--- src/iphc_pkg.sv ---
`timescale 1ns / 1ps

package iphc_pkg;

  localparam int unsigned HeaderBytes = 20;
  localparam logic [4:0]  LastPos     = 5'(HeaderBytes - 1);
  localparam logic [4:0]  DonePos     = 5'(HeaderBytes);

  localparam logic [7:0]  VersionIhl  = 8'h45;
  localparam logic [15:0] FragMask    = 16'h3FFF;
  localparam logic [7:0]  ProtoIcmp   = 8'd1;
  localparam logic [7:0]  ProtoUdp    = 8'd17;
  localparam logic [3:0]  McastPrefix = 4'hE;

  // Byte positions inside the header that carry fields of interest.
  localparam logic [4:0]  PosVersion  = 5'd0;
  localparam logic [4:0]  PosFrag     = 5'd7;
  localparam logic [4:0]  PosTtl      = 5'd8;
  localparam logic [4:0]  PosProto    = 5'd9;
  localparam logic [4:0]  PosCsum     = 5'd11;
  localparam logic [4:0]  PosDest     = 5'd16;

  // Register addresses on the configuration port (word select bit).
  localparam logic RegLocalAddr = 1'b0;
  localparam logic RegNetMask   = 1'b1;

  typedef enum logic [2:0] {
    VerdictIcmp     = 3'd0,
    VerdictUdp      = 3'd1,
    VerdictOther    = 3'd2,
    VerdictVersion  = 3'd3,
    VerdictFragment = 3'd4,
    VerdictTtlZero  = 3'd5,
    VerdictBadDest  = 3'd6,
    VerdictBadCsum  = 3'd7
  } verdict_e;

  // Header facts gathered byte by byte, handed to the classifier.
  typedef struct packed {
    logic        version_bad;
    logic        frag_set;
    logic        ttl_zero;
    logic [7:0]  protocol;
    logic [15:0] csum;
    logic [15:0] sum;
    logic [31:0] dest;
  } hdr_facts_t;

  function automatic logic [15:0] ones_add(input logic [15:0] a, input logic [15:0] b);
    logic [16:0] s;
    s = {1'b0, a} + {1'b0, b};
    return s[15:0] + {15'd0, s[16]};
  endfunction

endpackage

--- src/iphc_classify.sv ---
`timescale 1ns / 1ps

module iphc_classify (
  input  iphc_pkg::hdr_facts_t facts_i,
  input  logic [31:0]          local_addr_i,
  input  logic [31:0]          net_mask_i,
  output iphc_pkg::verdict_e   verdict_o
);
  import iphc_pkg::*;

  logic [31:0] host;
  logic        dest_ok;

  assign host    = ~net_mask_i;
  assign dest_ok = (facts_i.dest == local_addr_i) || (&facts_i.dest) ||
                   ((facts_i.dest & host) == host) ||
                   (facts_i.dest[31:28] == McastPrefix);

  // Checks are ordered: the first failing one decides the verdict.
  always_comb begin
    if (facts_i.version_bad) begin
      verdict_o = VerdictVersion;
    end else if (facts_i.frag_set) begin
      verdict_o = VerdictFragment;
    end else if (facts_i.ttl_zero) begin
      verdict_o = VerdictTtlZero;
    end else if (!dest_ok) begin
      verdict_o = VerdictBadDest;
    end else if (facts_i.csum != ~facts_i.sum) begin
      verdict_o = VerdictBadCsum;
    end else if (facts_i.protocol == ProtoIcmp) begin
      verdict_o = VerdictIcmp;
    end else if (facts_i.protocol == ProtoUdp) begin
      verdict_o = VerdictUdp;
    end else begin
      verdict_o = VerdictOther;
    end
  end

endmodule

--- src/ipv4_receive_header_check_top.sv ---
`timescale 1ns / 1ps
// Channel   Direction  Handshake                 Payload
// input     in         in_valid_i / in_ready_o   hdr_byte_i, first_byte_i
// result    out        out_valid_o / out_ready_i verdict_o, protocol_o
// config    in         APB psel/penable/pwrite   paddr, pwdata, prdata
//
// One header byte is taken per cycle while in_ready_o is high; the verdict appears in the result
// register in the cycle after the transfer of header byte 19.
// Reset clears the byte position, so bytes after reset count from byte 0.
// A waiting result only holds off the transfer of a header's last byte;
// all other bytes are taken while the result register is full.

module ipv4_receive_header_check_top (
  input  logic                clk_i,
  input  logic                rst_ni,
  input  logic                psel,
  input  logic                penable,
  input  logic                pwrite,
  input  logic [2:0]          paddr,
  input  logic [31:0]         pwdata,
  output logic [31:0]         prdata,
  output logic                pready,
  input  logic                in_valid_i,
  output logic                in_ready_o,
  input  logic [7:0]          hdr_byte_i,
  input  logic                first_byte_i,
  output logic                out_valid_o,
  input  logic                out_ready_i,
  output iphc_pkg::verdict_e  verdict_o,
  output logic [7:0]          protocol_o
);
  import iphc_pkg::*;

  logic [31:0] local_addr_q;
  logic [31:0] net_mask_q;

  logic [4:0]  pos_q, pos_d;
  logic [15:0] sum_q, sum_d;
  logic [7:0]  pend_q, pend_d;
  logic        ver_bad_q, ver_bad_d;
  logic        frag_q, frag_d;
  logic        ttl_zero_q, ttl_zero_d;
  logic [7:0]  proto_q, proto_d;
  logic [15:0] csum_q, csum_d;
  logic [23:0] dest_q, dest_d;

  logic        out_valid_q;
  verdict_e    verdict_q;
  logic [7:0]  protocol_q;

  logic        accept;
  logic [4:0]  pos;
  logic        active;
  logic        finish;
  logic [15:0] word;
  hdr_facts_t  facts;
  verdict_e    verdict;

  // Configuration port
  assign pready = 1'b1;
  assign prdata = (paddr[2] == RegNetMask) ? net_mask_q : local_addr_q;

  always_ff @(posedge clk_i or negedge rst_ni) begin
    if (!rst_ni) begin
      local_addr_q <= '0;
      net_mask_q   <= '0;
    end else if (psel && penable && pwrite && pready) begin
      if (paddr[2] == RegLocalAddr) begin
        local_addr_q <= pwdata;
      end else begin
        net_mask_q <= pwdata;
      end
    end
  end

  // Header gathering
  assign in_ready_o = !out_valid_q || out_ready_i || (pos_q != LastPos);
  assign accept     = in_valid_i && in_ready_o;
  assign pos        = first_byte_i ? '0 : pos_q;
  assign active     = pos < DonePos;
  assign finish     = accept && (pos == LastPos);
  assign word       = {pend_q, hdr_byte_i};

  always_comb begin
    pos_d      = pos_q;
    sum_d      = sum_q;
    pend_d     = pend_q;
    ver_bad_d  = ver_bad_q;
    frag_d     = frag_q;
    ttl_zero_d = ttl_zero_q;
    proto_d    = proto_q;
    csum_d     = csum_q;
    dest_d     = dest_q;
    if (accept && active) begin
      pos_d = pos + 5'd1;
      if (!pos[0]) begin
        pend_d = hdr_byte_i;
      end else if (pos == PosCsum) begin
        csum_d = word;
      end else begin
        sum_d = ones_add(sum_q, word);
      end
      // Position 0 is reached only after reset or a start mark, so the sum restarts.
      if (pos == PosVersion) begin
        sum_d     = '0;
        ver_bad_d = hdr_byte_i != VersionIhl;
      end
      if (pos == PosFrag) begin
        frag_d = (word & FragMask) != '0;
      end
      if (pos == PosTtl) begin
        ttl_zero_d = hdr_byte_i == 8'd0;
      end
      if (pos == PosProto) begin
        proto_d = hdr_byte_i;
      end
      if (pos >= PosDest) begin
        dest_d = {dest_q[15:0], hdr_byte_i};
      end
    end
  end

  always_ff @(posedge clk_i or negedge rst_ni) begin
    if (!rst_ni) begin
      pos_q      <= '0;
      sum_q      <= '0;
      pend_q     <= '0;
      ver_bad_q  <= 1'b0;
      frag_q     <= 1'b0;
      ttl_zero_q <= 1'b0;
      proto_q    <= '0;
      csum_q     <= '0;
      dest_q     <= '0;
    end else begin
      pos_q      <= pos_d;
      sum_q      <= sum_d;
      pend_q     <= pend_d;
      ver_bad_q  <= ver_bad_d;
      frag_q     <= frag_d;
      ttl_zero_q <= ttl_zero_d;
      proto_q    <= proto_d;
      csum_q     <= csum_d;
      dest_q     <= dest_d;
    end
  end

  // The last byte closes the final word and the destination in the same cycle.
  always_comb begin
    facts.version_bad = ver_bad_q;
    facts.frag_set    = frag_q;
    facts.ttl_zero    = ttl_zero_q;
    facts.protocol    = proto_q;
    facts.csum        = csum_q;
    facts.sum         = ones_add(sum_q, word);
    facts.dest        = {dest_q, hdr_byte_i};
  end

  iphc_classify u_classify (
    .facts_i      (facts),
    .local_addr_i (local_addr_q),
    .net_mask_i   (net_mask_q),
    .verdict_o    (verdict)
  );

  // Result register
  always_ff @(posedge clk_i or negedge rst_ni) begin
    if (!rst_ni) begin
      out_valid_q <= 1'b0;
    end else if (finish) begin
      out_valid_q <= 1'b1;
    end else if (out_ready_i) begin
      out_valid_q <= 1'b0;
    end
  end

  always_ff @(posedge clk_i) begin
    if (finish) begin
      verdict_q  <= verdict;
      protocol_q <= proto_q;
    end
  end

  assign out_valid_o = out_valid_q;
  assign verdict_o   = verdict_q;
  assign protocol_o  = protocol_q;

endmodule
--- config.mk ---
export PLATFORM = sky130hd
export DESIGN_NAME = ipv4_receive_header_check_top
export DESIGN_NICKNAME = d
export VERILOG_FILES = /design/src/iphc_pkg.sv /design/src/iphc_classify.sv /design/src/ipv4_receive_header_check_top.sv
export SDC_FILE = /design/constraint.sdc
export NUM_CORES = 1
export LEC_CHECK = 0
export BUFFER_PORTS_ARGS = -buffer_cell sky130_fd_sc_hd__buf_2
export CAP_MARGIN = 10
export CORE_MARGIN = 4
export CORE_UTILIZATION = 40
export DETAILED_ROUTE_END_ITERATION = 8
export HOLD_SLACK_MARGIN = 0.08
export PLACE_DENSITY = 0.7
export SLEW_MARGIN = 20
export SYNTH_ARGS = -nofsm -noshare
export SYNTH_HDL_FRONTEND = slang
export SYNTH_SLANG_ARGS = --single-unit
--- constraint.sdc ---
create_clock -name clk_i -period 5.3 [get_ports clk_i]
set_input_delay 0.795 -clock clk_i [delete_from_list [all_inputs] [get_ports clk_i]]
set_output_delay 0.795 -clock clk_i [all_outputs]
set_load 0.1 [all_outputs]
==> run_results.csv, run 1 <==
group,metric,value,unit
status,status,"completed",
route,drcViolationCount,0,
power,leakagePower,4.44,nW
clocking,hold_buffers,0,
clocking,clk_latency,0.42,ns
synth,synthArstFlopShare,92.9,%
critical_path,critPathMaxFanout,3,
floorplanning,std_cell_rows,52,
floorplanning,start_util,41.0,%
route,drt-total-wl,20.5,mm
critical_path,arrival,5.11,ns
critical_path,crit_path_cell_trace,"buf_2, ha_1, inv_1, fa_1, nand2b_1, a21o_1, a21oi_2, a311o_1, a21oi_1, o21bai_1, a21o_1, ha_1, ha_1, o311a_1, o21a_1, xnor2_1, xor2_1, nor4b_1, and3b_1, nand4_1, nor4_4, nand4_1, a221o_1",
synth,yosysMostFrequentCell,"mux2_2",
critical_path,worstPathBufferInverterCount,2,
critical_path,r2r_start,"sum_q[0]",
floorplanning,die_w,153,µm
timing,fin_hold_ws,0.478,ns
critical_path,slowest_stage,"a311o_1",
synth,synth_edf_count,11,
cells_and_area,diodes,0,
synth,yosys_most_used_dff,"dfrtp_1",
synth,netlist_top_cells_count,"mux2_2, dfrtp_1, xnor2_1",
global_routing,antenna_found_initial,1,
synth,synth-seq-cells,156,
critical_path,crit_family,"compound AO/OA/AOI/OAI gates",
synth,ys_seq_area_share,47.3,%
hold_path,min_path_type,"reg2reg",
floorplanning,core_area,20400,µm²
critical_path,crit_type,"in2reg",
global_routing,grt_pass1_vias,6265,
place,place.port_buffers,93,
critical_path,end_kind,"register",
cells_and_area,syn2layout_area_growth,19.1,%
critical_path,cp_slowest_stage_delay,0.38,ns
place,post-place-ws,-0.109,ns
synth,syn_area,8370,µm²
floorplanning,die_area,23300,µm²
floorplanning,io-pin-count,97,
run,maxCapViolCount,0,
power,vdd_drop_max,386,µV
cells_and_area,drive_above_1_share,37.5,%
clocking,cts_buffer_depth,2,
clocking,cts.sinks,156,
timing,finalHoldViolations,0,
route,wire_per_inst,18.4,µm
critical_path,start_kind,"input port",
clocking,post_cts_resized,0,
global_routing,grt_pass1_wl,33.5,mm
critical_path,cp.required,5.47,ns
clocking,post_cts_buffers,0,
clocking,h-tree-depth,4,
hold_path,min_from,"proto_q[6]",
synth,synth_area_leader_cell,"dfrtp_1",
synth,synth.area.top_cells,"dfrtp_1, mux2_2, xnor2_1, edfxtp_1, ha_1",
timing,min_period_over_period,93.1,%
timing,max_freq,203,MHz
timing,fin_ws,0.364,ns
timing,finClkSkew,0.00851,ns
synth,yosysWarnings,0,
synth,synth_cell_types,62,
route,ant_nets,0,
route,vias_per_cell,5.41,
timing,worstMarginPinSlew,0.976,ns
place,hpwl,14.9,mm
timing,slew_viol_final,0,
timing,fin_crit,4.94,ns
cells_and_area,fin_util,48.8,%
critical_path,cp-startpoint,"hdr_byte_i[0]",
clocking,cts_tree,"built",
critical_path,cpMostUsedCell,"ha_1",
route,via_count,6038,
route,drt_first_pass_iters,6,
clocking,clk_pin_slew,0.06,ns
clocking,cts_buffers,17,
power,p_per_area,457,nW/µm²
synth,synth_top_area_share,43.4,%
clocking,cts-root-buf,"clkbuf_16",
synth,postSynthAreaPerCell,11.7,µm²
place,place.gp.congestion,0.825,
synth,syn-num-nets,790,
timing,max_slew_margin,34.9,%
timing,setup_violations,0,
global_routing,grt-ovfl-total,0,
global_routing,grt_max_degree,106,
synth,syn_inst,717,
floorplanning,die_h,153,µm
cells_and_area,finish.net_count,907,
global_routing,grtUsageTotal,17.8,%
route,drt-initial-drc-count,335,
==> area by class of cell <==
class,count,area [µm²]
multi-input cells,514,4240
inverters,16,60.1
clock inverters,6,134
repair buffers,129,742
fillers,1877,10500
clock buffers,25,495
well taps,270,338
flip-flops and latches,156,3960
==> sequential cells by signal, indices dropped and copies added, names as in the netlist <==
signal	cells
csum_q	16
protocol_o	8
proto_q	8
dest_q	24
out_valid_o	1
local_addr_q	32
net_mask_q	32
frag_q	1
sum_q	16
ver_bad_q	1
pos_q	5
verdict_o	3
ttl_zero_q	1
pend_q	8
==> where the power goes <==
group | leakage, nW | internal [W] | switching, W | total, W
clock network | 0.308 | 0.000837 | 0.000465 | 0.00130
registers | 1.95 | 0.00140 | 0.000176 | 0.00158
logic | 2.19 | 0.000597 | 0.00108 | 0.00167
total | 4.44 | 0.00284 | 0.00172 | 0.00455
==> metal layers <==
layer	share of wire, %	vias to the layer above	track usage (%)
li1	-	2869	-
met1	45	3007	23.7
met2	49	134	30.0
met3	4.1	28	3.81
met4	1.5	0	4.37
met5	0	-	0
==> metrics by stage <==
step	TNS [ns]	cells	total power, W	cell area (µm²)
6_report	0	1116	0.00455	9970
5_1_grt	-0.0183	1116	0.00479	9970
4_1_cts	0	1116	0.00457	9950
3_5_place_dp	-0.188	1085	0.00326	9320
3_3_place_gp	-0.0229	1085	0.00323	9320
2_1_floorplan	0	717	0.00287	8370
==> cell usage in the layout (no fill, tap or decap), types with 15 or more instances in the layout <==
cell and n:
o22ai_1 15, nand2_1 34, mux2_2 151, nor2_1 28, o21ai_0 24, dfrtp_1 145
clkbuf_16 17, xnor2_1 55, inv_1 16, xor2_1 16, ha_1 21, buf_4 36
nand4_1 24, buf_2 92
==> cells by family after synthesis <==
family | count (synthesis) | synth area share, %
simple gates | 162 | 10.3
buf+inv | 47 | 2.26
xor+xnor | 73 | 7.89
fa+ha+maj | 22 | 3.38
flops | 156 | 47.3
other cells | 1 | 0.0448
mux | 154 | 20.7
compound gates | 102 | 8.13
==> worst paths after layout <==
kind                            slack [ns]  depth (start not counted)             to
worst max-delay path                  0.36                         23   verdict_o[0]
worst min-delay path                  0.48                          0  protocol_o[6]
worst max register to register        0.48                         22   verdict_o[0]
worst min register to register        0.48                          0  protocol_o[6]
max in group asynchronous             3.66                          2  net_mask_q[8]
min in group asynchronous             0.49                          1  net_mask_q[7]
Note: power is estimated with default switching activity, not from simulation.
==> inputs of run 2 (changes only) <==
==> constraint.sdc (replaced) <==
create_clock -name clk_i -period 5 [get_ports clk_i]
set_input_delay 0.75 -clock clk_i [delete_from_list [all_inputs] [get_ports clk_i]]
set_output_delay 0.75 -clock clk_i [all_outputs]
set_load 0.1 [all_outputs]
==> run_results.csv, run 2 (same netlist as run 1, synthesis figures left out) <==
group,metric,value,unit
place,dp.cells,1099,
timing,fin_crit,4.74,ns
floorplanning,io-pin-count,97,
timing,finClkSkew,0.00907,ns
floorplanning,die_w,153,µm
timing,fin_ws,0.256,ns
cells_and_area,final_common_cell,"mux2_2",
status,status,"completed",
route,drt_first_pass_iters,4,
run,maxCapViolCount,0,
clocking,cts-root-buf,"clkbuf_16",
cells_and_area,fillers,1802,
route,wire_per_inst,18.4,µm
critical_path,cp_slowest_stage_delay,0.37,ns
critical_path,worstPathBufferInverterCount,2,
critical_path,slowest_stage,"a311o_1",
cells_and_area,final_cells,1132,
timing,min_period_over_period,94.9,%
cells_and_area,reg_top3,"local_addr_q x32, net_mask_q x32, dest_q x24",
route,vias_per_cell,5.34,
global_routing,grtUsageTotal,18.0,%
place,placed_area,9430,µm²
power,leakagePower,4.52,nW
clocking,hold_buffers,0,
hold_path,min_path_type,"in2async",
route,via_count,6046,
power,p_per_area,476,nW/µm²
floorplanning,core_area,20400,µm²
timing,slew_viol_final,0,
cells_and_area,finish.net_count,923,
place,post-place-ws,-0.450,ns
place,hpwl,15.0,mm
cells_and_area,layout_common_cells,"mux2_2, dfrtp_1, buf_2",
critical_path,start_kind,"input port",
critical_path,critPathMaxFanout,3,
clocking,cts.sinks,156,
critical_path,arrival,4.91,ns
route,drcViolationCount,0,
cells_and_area,drive_above_1_share,41.1,%
timing,setup_violations,0,
route,ant_nets,0,
critical_path,end_kind,"register",
cells_and_area,fin_area,10200,µm²
global_routing,grt_pass1_vias,6243,
global_routing,grt_max_degree,105,
floorplanning,std_cell_rows,52,
global_routing,grt-ovfl-total,0,
cells_and_area,diodes,0,
critical_path,cp.required,5.16,ns
clocking,clk_pin_slew,0.06,ns
timing,worstMarginPinSlew,0.963,ns
cells_and_area,syn2layout_area_growth,21.3,%
clocking,cts_tree,"built",
route,drt-total-wl,20.8,mm
clocking,cts_buffers,17,
clocking,h-tree-depth,4,
floorplanning,start_util,41.0,%
place,place.gp.congestion,0.831,
timing,max_slew_margin,35.8,%
global_routing,grt_pass1_wl,33.6,mm
timing,finalHoldViolations,0,
critical_path,crit_family,"compound AO/OA/AOI/OAI gates",
critical_path,r2r_setup_slack,0.28,ns
clocking,clk_latency,0.42,ns
power,total_power,0.00483,W
clocking,cts_buffer_depth,2,
timing,max_freq,211,MHz
critical_path,crit_type,"in2reg",
place,place.port_buffers,93,
floorplanning,die_area,23300,µm²
global_routing,antenna_found_initial,1,
critical_path,crit_path_cell_trace,"buf_2, ha_1, inv_1, fa_2, nand2b_4, a21o_1, a21oi_2, a311o_1, a21oi_2, o21bai_1, a21o_1, ha_4, ha_4, o311a_1, o21a_1, xnor2_2, xor2_1, nor4b_2, and3b_1, nand4_1, nor4_4, nand4_1, a221o_1",
floorplanning,die_h,153,µm
route,drt-initial-drc-count,282,
cells_and_area,fin_util,49.7,%
power,vdd_drop_max,347,µV
-- run 2: per-stage QoR --
stage / hold slack (ns) / setup TNS, ns
floorplan: 0.433 / 0
global placement: 0.460 / -0.866
detailed placement: 0.457 / -1.19
CTS: 0.471 / 0
global route: 0.484 / -0.0704
finish: 0.453 / 0
-- run 2: worst paths after layout --
kind / start / end / cells past startpoint
min in group clk_i: proto_q[0] / protocol_o[0] / 0
min reg2reg: proto_q[0] / protocol_o[0] / 0
min: rst_ni / net_mask_q[20] / 1
max in group asynchronous: rst_ni / dest_q[1] / 2
max reg2reg: pend_q[2] / verdict_o[0] / 20
max: hdr_byte_i[0] / verdict_o[0] / 23
-- run 2: what timing repair did --
item                                    in CTS  in global routing
endpoints found under the setup margin       2                  3
gates resized for setup                      1                 26
endpoints found under the hold margin        0                  0
pin swaps                                    0                 11
buffers inserted                             0                  2
-- run 2: layout make-up --
type	count	area, µm²	share of cell area (%)
flip-flops and latches	156	3960	39.0
clock buffers	21	460	4.53
multi-input cells	514	4360	42.9
well taps	270	338	3.33
clock inverters	10	114	1.12
repair buffers	145	866	8.53
inverters	16	60.1	0.591
-- run 2: per-layer routing --
metal | GRT usage [%] | wire length (µm) | vias to the layer above
met5 | 0 | 0 | -
met1 | 23.7 | 9120 | 3013
met4 | 3.95 | 229 | 0
li1 | - | - | 2893
met2 | 30.4 | 10400 | 125
met3 | 4.03 | 1030 | 15
-- run 2: power by group --
part | total [W] | switching [W] | internal (W)
Sequential | 0.00167 | 0.000183 | 0.00149
Clock | 0.00127 | 0.000510 | 0.000759
Combinational | 0.00189 | 0.00119 | 0.000702
